**src/cardinal_spline_rasterizer_assert.svh**
```systemverilog
// ---------------------------------------------------------------------------
// Assertion macros for the cardinal spline rasterizer
// Clocked on clk, disabled while rst is high.
// ---------------------------------------------------------------------------
`ifndef CARDINAL_SPLINE_RASTERIZER_ASSERT_SVH
`define CARDINAL_SPLINE_RASTERIZER_ASSERT_SVH

// Consequent must hold in the same cycle as the antecedent
`define CSRAST_ASSERT_SAME(label, ante, cons, msg) \
  label: assert property (@(posedge clk) disable iff (rst) (ante) |-> (cons)) \
    else $error(msg);

// Consequent must hold in the cycle after the antecedent
`define CSRAST_ASSERT_NEXT(label, ante, cons, msg) \
  label: assert property (@(posedge clk) disable iff (rst) (ante) |=> (cons)) \
    else $error(msg);

`endif

```
**src/csrast_pkg.sv**
```systemverilog
// ---------------------------------------------------------------------------
// csrast_pkg
// Constants, word types and helpers shared by the spline rasterizer modules.
// ---------------------------------------------------------------------------
`default_nettype none

package csrast_pkg;

  // Steps per segment are 2**STEPS_LOG2 (16 .. 1024); a segment gives one sample more
  localparam int STEPS_LOG2 = 10;
  localparam int STEPS      = 1 << STEPS_LOG2;
  localparam int IDX_W      = STEPS_LOG2 + 1;

  // Coordinate width of control points (8 .. 20)
  localparam int COORD_BITS = 16;

  // Fixed-point formats
  localparam int COEF_FRAC = 8;
  localparam int TAN_SHIFT = 6;
  localparam int TAN_W     = COORD_BITS + 18;
  localparam int COEF_W    = TAN_W - 3;
  localparam int ACC_W     = 64;
  localparam int PIX_SHIFT = 3 * STEPS_LOG2 + COEF_FRAC;

  localparam logic signed [16:0] TENSION_ONE = 17'sd16384;

  // Command modes
  localparam logic MODE_PUSH   = 1'b0;
  localparam logic MODE_SAMPLE = 1'b1;

  typedef logic signed [COORD_BITS-1:0] coord_t;
  typedef logic signed [TAN_W-1:0]      tangent_t;

  typedef struct packed {
    logic               mode;
    logic signed [15:0] point_x;
    logic signed [15:0] point_y;
  } cmd_word_t;

  typedef struct packed {
    logic signed [15:0] pixel_x;
    logic signed [15:0] pixel_y;
    logic               segment_end;
  } pixel_word_t;

  // Decoded command handed from the front stage to the curve stage
  typedef struct packed {
    logic     sample;
    logic     set_tan;
    logic     start;
    coord_t   p1_x;
    coord_t   p1_y;
    coord_t   p2_x;
    coord_t   p2_y;
    tangent_t tan_x;
    tangent_t tan_y;
  } seg_cmd_t;

  // Per-axis control strobes
  typedef struct packed {
    logic start;
    logic set_tan;
    logic step;
  } axis_ctl_t;

  // Read a 16-bit field as a COORD_BITS two's complement value
  function automatic coord_t coord_of(input logic [15:0] v);
    logic [31:0] w;
    w = {16'b0, v};
    return coord_t'(w[COORD_BITS-1:0]);
  endfunction

endpackage

`default_nettype wire

```
**src/csrast_front.sv**
```systemverilog
// ---------------------------------------------------------------------------
// csrast_front
// Input register, control point history and tangent multiply.
// ---------------------------------------------------------------------------
`default_nettype none

module csrast_front import csrast_pkg::*; (
  input  wire logic               clk,
  input  wire logic               rst,
  input  wire logic signed [15:0] tension,
  input  wire logic               cmd_valid,
  output logic                    cmd_ready,
  input  wire cmd_word_t          cmd,
  output logic                    seg_valid,
  input  wire logic               seg_ready,
  output seg_cmd_t                seg
);

  localparam logic [1:0] SEEN_TAN  = 2'd2;
  localparam logic [1:0] SEEN_FULL = 2'd3;

  logic                        s1_valid;
  cmd_word_t                   s1;
  logic                        s1_fire;
  logic                        s1_push;
  coord_t                      older_x, older_y, newer_x, newer_y;
  logic [1:0]                  points_seen;
  coord_t                      px, py;
  logic signed [16:0]          c1;
  logic signed [COORD_BITS:0]  diff_x, diff_y;
  tangent_t                    tan_x, tan_y;
  seg_cmd_t                    seg_next;

  // Move the held word on when the curve stage has room
  assign s1_fire   = s1_valid && (!seg_valid || seg_ready);
  assign cmd_ready = !s1_valid || s1_fire;
  assign s1_push   = (s1.mode == MODE_PUSH);

  // Tangent against the older kept point: (1 - c) * (p - older)
  assign px     = coord_of(s1.point_x);
  assign py     = coord_of(s1.point_y);
  assign c1     = TENSION_ONE - 17'(tension);
  assign diff_x = (COORD_BITS+1)'(px) - (COORD_BITS+1)'(older_x);
  assign diff_y = (COORD_BITS+1)'(py) - (COORD_BITS+1)'(older_y);
  assign tan_x  = TAN_W'(c1) * TAN_W'(diff_x);
  assign tan_y  = TAN_W'(c1) * TAN_W'(diff_y);

  // Decode the word for the curve stage
  always_comb begin
    seg_next.sample  = (s1.mode == MODE_SAMPLE);
    seg_next.set_tan = s1_push && (points_seen == SEEN_TAN);
    seg_next.start   = s1_push && (points_seen == SEEN_FULL);
    seg_next.p1_x    = older_x;
    seg_next.p1_y    = older_y;
    seg_next.p2_x    = newer_x;
    seg_next.p2_y    = newer_y;
    seg_next.tan_x   = tan_x;
    seg_next.tan_y   = tan_y;
  end

  // Control state and point history
  always_ff @(posedge clk) begin
    if (rst) begin
      s1_valid    <= 1'b0;
      seg_valid   <= 1'b0;
      older_x     <= '0;
      older_y     <= '0;
      newer_x     <= '0;
      newer_y     <= '0;
      points_seen <= '0;
    end else begin
      if (cmd_valid && cmd_ready) begin
        s1_valid <= 1'b1;
      end else if (s1_fire) begin
        s1_valid <= 1'b0;
      end
      if (s1_fire) begin
        seg_valid <= 1'b1;
      end else if (seg_ready) begin
        seg_valid <= 1'b0;
      end
      if (s1_fire && s1_push) begin
        older_x <= newer_x;
        older_y <= newer_y;
        newer_x <= px;
        newer_y <= py;
        if (points_seen != SEEN_FULL) begin
          points_seen <= points_seen + 2'd1;
        end
      end
    end
  end

  // Payload registers
  always_ff @(posedge clk) begin
    if (cmd_valid && cmd_ready) begin
      s1 <= cmd;
    end
    if (s1_fire) begin
      seg <= seg_next;
    end
  end

endmodule

`default_nettype wire

```
**src/csrast_axis.sv**
```systemverilog
// ---------------------------------------------------------------------------
// csrast_axis
// Hermite setup, forward-difference accumulators and pixel rounding, one axis.
// ---------------------------------------------------------------------------
`default_nettype none

module csrast_axis import csrast_pkg::*; (
  input  wire logic               clk,
  input  wire axis_ctl_t          ctl,
  input  wire coord_t             p1,
  input  wire coord_t             p2,
  input  wire tangent_t           tan,
  output logic signed [15:0]      pix
);

  localparam logic [ACC_W-1:0]        ROUND_HALF = ACC_W'(1) << (PIX_SHIFT - 1);
  localparam logic signed [ACC_W-1:0] PIX_MAX    = 64'sd32767;
  localparam logic signed [ACC_W-1:0] PIX_MIN    = -64'sd32768;

  tangent_t                       prev_tan;
  logic [ACC_W-1:0]               acc [4];
  logic signed [TAN_W-TAN_SHIFT-1:0] t1, t2;
  logic signed [COEF_W-1:0]       q1c, q2c, t1c, t2c, dq, a2, a3;
  logic signed [ACC_W-1:0]        a0w, t1w, a2w, a3w;
  logic [ACC_W-1:0]               rsum;
  logic signed [ACC_W-1:0]        pwide;

  // Hermite coefficients in Q8: tangents floor-divided by 64
  assign t1  = $signed(prev_tan[TAN_W-1:TAN_SHIFT]);
  assign t2  = $signed(tan[TAN_W-1:TAN_SHIFT]);
  assign q1c = COEF_W'(p1) <<< COEF_FRAC;
  assign q2c = COEF_W'(p2) <<< COEF_FRAC;
  assign t1c = COEF_W'(t1);
  assign t2c = COEF_W'(t2);
  assign dq  = q2c - q1c;
  assign a2  = (dq <<< 1) + dq - (t1c <<< 1) - t2c;
  assign a3  = t1c + t2c - (dq <<< 1);

  assign a0w = ACC_W'(q1c);
  assign t1w = ACC_W'(t1c);
  assign a2w = ACC_W'(a2);
  assign a3w = ACC_W'(a3);

  // Round half up, scale down, saturate
  assign rsum  = acc[0] + ROUND_HALF;
  assign pwide = $signed(rsum) >>> PIX_SHIFT;

  always_comb begin
    priority if (pwide > PIX_MAX) begin
      pix = 16'sh7fff;
    end else if (pwide < PIX_MIN) begin
      pix = -16'sh8000;
    end else begin
      pix = $signed(pwide[15:0]);
    end
  end

  // Latch a tangent, load a new segment or advance one step
  always_ff @(posedge clk) begin
    if (ctl.start || ctl.set_tan) begin
      prev_tan <= tan;
    end
    priority if (ctl.start) begin
      acc[0] <= a0w <<< (3 * STEPS_LOG2);
      acc[1] <= (t1w <<< (2 * STEPS_LOG2)) + (a2w <<< STEPS_LOG2) + a3w;
      acc[2] <= (a2w <<< (STEPS_LOG2 + 1)) + (a3w <<< 2) + (a3w <<< 1);
      acc[3] <= (a3w <<< 2) + (a3w <<< 1);
    end else if (ctl.step) begin
      acc[0] <= acc[0] + acc[1];
      acc[1] <= acc[1] + acc[2];
      acc[2] <= acc[2] + acc[3];
    end
  end

endmodule

`default_nettype wire

```
**src/cardinal_spline_rasterizer.sv**
```systemverilog
// A sample word reaches pixel through the input register, the segment command
// register (which holds the tangents) and the output register.
// Throughput: one command word per cycle, push or sample, unless the output stalls;
// a push that opens a segment and a sample right behind it both pass at full rate.
// Reset (rst, synchronous, active high) empties the pipeline, clears the point
// history and segment state, and sets tension to zero.
// ---------------------------------------------------------------------------
// cardinal_spline_rasterizer
// Cardinal spline rasterizer: control points in, Hermite segment samples out.
// ---------------------------------------------------------------------------
`default_nettype none

`include "cardinal_spline_rasterizer_assert.svh"

module cardinal_spline_rasterizer import csrast_pkg::*; (
  input  wire logic               clk,
  input  wire logic               rst,
  input  wire logic               cfg_we,
  input  wire logic [15:0]        cfg_wdata,
  input  wire logic               cmd_valid,
  output logic                    cmd_ready,
  input  wire cmd_word_t          cmd,
  output logic                    pixel_valid,
  input  wire logic               pixel_ready,
  output pixel_word_t             pixel
);

  localparam logic [IDX_W-1:0] LAST_IDX = IDX_W'(STEPS);

  logic signed [15:0] tension;
  logic               seg_valid;
  logic               seg_ready;
  seg_cmd_t           seg;
  logic               seg_active;
  logic [IDX_W-1:0]   sample_index;
  logic               emit;
  logic               seg_fire;
  logic               last;
  axis_ctl_t          ctl;
  logic signed [15:0] pix_x, pix_y;

  // Tension register
  always_ff @(posedge clk) begin
    if (rst) begin
      tension <= '0;
    end else if (cfg_we) begin
      tension <= $signed(cfg_wdata);
    end
  end

  csrast_front u_front (
    .clk       (clk),
    .rst       (rst),
    .tension   (tension),
    .cmd_valid (cmd_valid),
    .cmd_ready (cmd_ready),
    .cmd       (cmd),
    .seg_valid (seg_valid),
    .seg_ready (seg_ready),
    .seg       (seg)
  );

  // Only a sample that emits needs a free output register
  assign emit      = seg.sample && seg_active;
  assign seg_ready = !emit || !pixel_valid || pixel_ready;
  assign seg_fire  = seg_valid && seg_ready;
  assign last      = (sample_index == LAST_IDX);

  assign ctl.start   = seg_fire && seg.start;
  assign ctl.set_tan = seg_fire && seg.set_tan;
  assign ctl.step    = seg_fire && emit;

  csrast_axis u_axis_x (
    .clk (clk),
    .ctl (ctl),
    .p1  (seg.p1_x),
    .p2  (seg.p2_x),
    .tan (seg.tan_x),
    .pix (pix_x)
  );

  csrast_axis u_axis_y (
    .clk (clk),
    .ctl (ctl),
    .p1  (seg.p1_y),
    .p2  (seg.p2_y),
    .tan (seg.tan_y),
    .pix (pix_y)
  );

  // Segment state and output valid
  always_ff @(posedge clk) begin
    if (rst) begin
      seg_active   <= 1'b0;
      sample_index <= '0;
      pixel_valid  <= 1'b0;
    end else begin
      priority if (ctl.start) begin
        seg_active   <= 1'b1;
        sample_index <= '0;
      end else if (ctl.step) begin
        if (last) begin
          seg_active   <= 1'b0;
          sample_index <= '0;
        end else begin
          sample_index <= sample_index + IDX_W'(1);
        end
      end
      if (ctl.step) begin
        pixel_valid <= 1'b1;
      end else if (pixel_ready) begin
        pixel_valid <= 1'b0;
      end
    end
  end

  // Output word
  always_ff @(posedge clk) begin
    if (ctl.step) begin
      pixel.pixel_x     <= pix_x;
      pixel.pixel_y     <= pix_y;
      pixel.segment_end <= last;
    end
  end

  `CSRAST_ASSERT_SAME(a_idle_index_zero, !seg_active, sample_index == '0,
    "sample index not zero without a segment")
  `CSRAST_ASSERT_NEXT(a_last_closes, ctl.step && last, !seg_active,
    "segment still active after its final sample")
  `CSRAST_ASSERT_NEXT(a_start_opens, ctl.start, seg_active && sample_index == '0,
    "new segment did not restart at the first sample")
  `CSRAST_ASSERT_NEXT(a_end_flag, ctl.step, pixel_valid && pixel.segment_end == $past(last),
    "segment end flag does not match the sample index")

endmodule

`default_nettype wire

```
**config.mk**
```make
export PLATFORM = sky130hd
export DESIGN_NAME = cardinal_spline_rasterizer
export DESIGN_NICKNAME = d
export VERILOG_FILES = /design/src/csrast_pkg.sv /design/src/csrast_front.sv /design/src/csrast_axis.sv /design/src/cardinal_spline_rasterizer.sv
export VERILOG_INCLUDE_DIRS = /design/src /design/src/src
export SDC_FILE = /design/constraint.sdc
export NUM_CORES = 2
export LEC_CHECK = 0
export ABC_CLOCK_PERIOD_IN_PS = 71000
export BUFFER_PORTS_ARGS = -buffer_cell sky130_fd_sc_hd__buf_2
export CORE_UTILIZATION = 55
export CTS_BUF_LIST = sky130_fd_sc_hd__clkbuf_4 sky130_fd_sc_hd__clkbuf_8 sky130_fd_sc_hd__clkbuf_16
export CTS_CLUSTER_SIZE = 24
export DETAILED_ROUTE_END_ITERATION = 8
export HOLD_SLACK_MARGIN = 0.15
export PLACE_DENSITY = 0.71
export SLEW_MARGIN = 10
export SYNTH_ARGS = -nofsm -noshare
export SYNTH_HDL_FRONTEND = slang
export SYNTH_SLANG_ARGS = --single-unit
```
**constraint.sdc**
```tcl
create_clock -name clk -period 71 [get_ports clk]
set_clock_uncertainty 0.05 [all_clocks]
set_input_delay 0 -clock clk [delete_from_list [all_inputs] [get_ports clk]]
set_output_delay 0 -clock clk [all_outputs]
set_load 0.01 [all_outputs]
```
# Yosys cells after proc, flatten, opt, wreduce, memory -nomap -nowiden
# Memory sizes are Yosys's and may differ from the RTL's.
# Cells that the tools add are included.
# Widths: inputs -> output; s select.
[totals]
register_bits = 366
ram_bits = 512
output_inout_bits = 35
elab_cells = 132
mem_count = 2
[memory_table]
columns = ["memory", "depth", "width", "read_ports", "rd_clocked_by_memory_dff", "write_ports", "line", "text"]
rows = [
  ["u_axis_x.acc", 4, 64, 4, 0, 4, "csrast_axis.sv:21", "logic [ACC_W-1:0] acc [4];"],
  ["u_axis_y.acc", 4, 64, 4, 0, 4, "csrast_axis.sv:21", ""],
]
[op_classes]
n_addsub = 35
mul = 2
magnitude_cmp = 4
n_eq_ne = 4
mux = 23
n_bitwise = 7
n_reduce_logical = 27
[op_table]
columns = ["operator", "count"]
rows = [
  ["$add 64x64->64", 6],
  ["$mux 64", 6],
  ["$add 64x38->64 const B", 2],
  ["$add 49x30->50", 2],
  ["$add 48x41->49", 2],
  ["$add 43x31->44", 2],
  ["$add 42x32->43", 2],
  ["$mul 17x17->34", 2],
  ["$add 32x31->33", 2],
  ["$sub 31x28->31", 2],
  ["$sub 31x29->31", 2],
  ["$sub 29x26->30", 2],
  ["$add 28x28->29", 2],
  ["$add 26x25->27", 2],
  ["$gt 26x16->1 const B", 2],
  ["$lt 26x16->1 const B", 2],
  ["$sub 24x24->25", 2],
  ["$sub 16x16->17", 2],
  ["$mux 16", 2],
  ["$sub 16x16->17 const A", 1],
  ["$mux 1", 14],
  ["$add 11x1->11 const B", 1],
  ["$eq 11x11->1 const B", 1],
  ["$mux 11", 1],
  ["11 further kinds", 38],
]

# Logic depth before layout (Yosys ltp)
[logic_depth]
word_depth = 10
ltp_mapped = 41
depth_no_buf = 40

# Hierarchy
# A second synthesis with hierarchy kept.
[unflattened]
hier_cells = 10920
hier_area_um2 = 97848.8
[by_module_without_submodules]
columns = ["mod", "instances", "cells_each", "area_per_inst_um2", "seq_area_each_um2"]
rows = [
  ["csrast_axis (u_axis_y)", 1, 3821, 32617.5, 7537.2],
  ["csrast_axis (u_axis_x)", 1, 3777, 32255.9, 7537.2],
  ["csrast_front", 1, 3157, 30748.2, 6406.1],
  ["cardinal_spline_rasterizer", 1, 165, 2227.1, 1571.5],
]

# Least setup slack after synthesis
# Ideal clock, no wire load.
[synth_path]
kind = "reg2reg"
from = "register u_front.seg[134] (netlist name)"
to = "memory u_axis_x.acc[0][0], enable pin"
setup_ps = 1649
arrival_time_ps = 27056
t_required_ps = 69301
slack_ps = 42245
path_stages_with_launch = 4
path_buffers = 0
cell_sequence = "edfxtp_1 -> nand2_1 -> o21ai_0 -> o21ai_0"
[synth_lines]
columns = ["element", "line"]
rows = [
  ["end, declared", "csrast_axis.sv:21"],
]

==> flow_metrics.env <==
export IMPL_postCtsSetupBuffers=0
export IMPL_cts_resized_gates=0
export IMPL_grt_max_degree=162
export IMPL_met2_length_mm=117
export IMPL_clock_latency_ns=0.76
export IMPL_via_per_inst=6.00
export IMPL_grt_usage_pct=30.3
export IMPL_path_buf_inv=4
export IMPL_drt_total_wl_mm=264
export IMPL_finalCriticalPeriod_ns=10.11
export IMPL_ys_top_cells_by_area="edfxtp_1 22%, fa_1 17%, ha_1 14%"
export IMPL_cpMaxStageDelayCell="fa_1"
export IMPL_grt_pass1_wl_mm=418
export IMPL_first_pass_iters=6
export IMPL_die_w_um=416
export IMPL_slew_headroom_pct=14.5
export IMPL_drtAntennaViolNets=0
export IMPL_h_tree_depth=3
export IMPL_synth_edff_count=691
export IMPL_overflow=0
export IMPL_hp_class="in2reg"
export IMPL_fin_tns_setup_ns=0
export IMPL_yosys_top_cells_count="1179 x inv_1, 1043 x ha_1, 998 x nand2_1"
export IMPL_portBuffers=88
export IMPL_tightest_slew_ns=1.25
export IMPL_core_area_um2=170000
export IMPL_yosysTopAreaCell="edfxtp_1"
export IMPL_fillCellCount=14500
export IMPL_crit_type="reg2reg"
export IMPL_path_common_cell="fa_1"
export IMPL_grt_pass1_vias=76400
export IMPL_synthesis_area_um2=94400
export IMPL_remaining_drc_errors=0
export IMPL_timing_fmax_ghz=0.0989
export IMPL_drv_cap=0
export IMPL_hpwl_mm=209
export IMPL_cts_sinks=788
export IMPL_status="finished clean"
export IMPL_cts_clk_slew_worst_paths_ns=0.07
export IMPL_clockBufferDepth=3
export IMPL_rows=151
export IMPL_cp_max_fo=18
export IMPL_gp_congestion=0.950
export IMPL_post_drt_wl_per_cell_um=20.5
export IMPL_synth_most_common_cell="inv_1"
export IMPL_holdBufCountCts=135
export IMPL_min_period_over_period_pct=14.2
export IMPL_start_kind="flop"
export IMPL_top_layer="met5"
export IMPL_met1_length_mm=119
export IMPL_dieArea_um2=173000
export IMPL_layout_drive_gt1_share_pct=4.55
export IMPL_cts_made_buffers=98
export IMPL_cts_tree="done"
export IMPL_wl_met3_mm=18.9
export IMPL_synth_seq_area_share_pct=24.0
export IMPL_nets=12400
export IMPL_synth_top_area_share_pct=22.0
export IMPL_synth_ff_type="edfxtp_1"
export IMPL_ys_async_sr_fraction_pct=0
export IMPL_synth_nets=12300
export IMPL_path_delay_family="compound AO/OA/AOI/OAI gates"
export IMPL_crit_path_end_kind="flop"
export IMPL_antenna_cells=0
export IMPL_avgSynthCellArea_um2=9.04
export IMPL_rsz0062_at_grt="no"
export IMPL_hold_viol_final=0
export IMPL_ys_types=92
export IMPL_yosys_warnings=0
export IMPL_start_util_pct=55.6
export IMPL_critical_path_max_stage_delay_ns=0.57
export IMPL_antenna_found_initial=9
export IMPL_cts_root_buf="clkbuf_16"
export IMPL_detail_route_iter0_violations=7034
export IMPL_finalSetupViolCount=0
export IMPL_area_growth_pct=8.21
export IMPL_worst_ep_arrival_time_ns=10.56
export IMPL_slew_violations=0
export IMPL_syn_instance_count=10400
export IMPL_io_pins=89
export IMPL_vias=77200
export IMPL_die_h_um=416
export IMPL_critPathRequiredTime_ns=71.45
export IMPL_ys_ff_latch=788
logic make-up after synthesis:
logic type | after synthesis | synth area share, %
adders and majority gates | 1827 | 30.5
and+or+nand+nor | 2853 | 13.9
buffers and inverters | 1477 | 5.88
xor gates and xnor gates | 825 | 7.68
AOI/OAI and AO/OA | 2640 | 17.7
DFF | 788 | 24.0
muxes | 33 | 0.357
cell usage in the layout (no fill, tap or decap), types with 113 or more instances in the layout:
| master | count |
|---|---|
| nand2_1 | 998 |
| xnor2_1 | 479 |
| fa_1 | 784 |
| a21oi_1 | 793 |
| ha_1 | 1043 |
| inv_1 | 1178 |
| nand3_1 | 177 |
| o21ai_0 | 608 |
| edfxtp_1 | 691 |
| nor2_1 | 825 |
| xor2_1 | 328 |
| dlygate4sd3_1 | 135 |
| nor2b_1 | 113 |
| a21o_1 | 416 |
| nor3_1 | 125 |
| nand2b_1 | 125 |
stage by stage:
step | hold WS (ns) | instances | util, % | setup WS [ns] | area, um2
global placement | 0.128 | 12500 | 57.4 | 61.22 | 97500
floorplan | 0.0489 | 10400 | - | 42.25 | 94400
detailed placement | 0.129 | 12500 | 57.4 | 60.95 | 97500
global route | 0.315 | 12900 | 60.1 | 60.31 | 102000
finish | 0.296 | 12900 | 60.1 | 60.89 | 102000
CTS | 0.225 | 12900 | 60.1 | 60.92 | 102000
worst paths after layout:
check / startpoint / to / slack [ns] / cells after the start
setup / recovery: u_front.py[0]$_DFFE_PP_ / u_front.seg[33]$_DFFE_PP_ / 60.89 / 37
hold / removal: rst / u_front.newer_y[0]$_SDFFE_PP0P_ / 0.30 / 3
setup reg to reg: u_front.py[0]$_DFFE_PP_ / u_front.seg[33]$_DFFE_PP_ / 60.89 / 37
hold reg to reg: u_front.newer_x[1]$_SDFFE_PP0P_ / u_front.older_x[1]$_SDFFE_PP0P_ / 0.39 / 2
metal layers:
layer	vias up	GRT usage [%]
li1	36500	-
met1	37600	43.0
met2	2613	47.9
met3	482	3.94
met4	4	9.53
met5	-	0
state kept, by name (all words and copies together) (netlist names), 28 cells and up:
signal	count
u_axis_x.acc	223
u_axis_x.prev_tan	28
u_axis_y.acc	223
pixel	33
u_axis_y.prev_tan	28
u_front.seg	123
area by class of cell:
class	count	area [um2]	area share, %
multi-input cells	8178	66400	65.0
flip-flops and latches	788	22700	22.2
inverters	1179	4430	4.33
well taps	2218	2780	2.72
clock buffers	119	2680	2.62
repair buffers	321	2540	2.49
clock inverters	62	612	0.599
worst reg2reg max path: cells and delay by family (launching register included):
family,cells,cell delay [ns]
adders and majority gates,9,3.85
and+or+nand+nor,2,0.25
xor gates and xnor gates,2,0.22
DFF,1,0.39
buffers and inverters,4,0.50
AOI/OAI and AO/OA,20,4.59
Power is not shown: default switching activity piles up to over one toggle a cycle in this logic, so the estimate is an artifact.
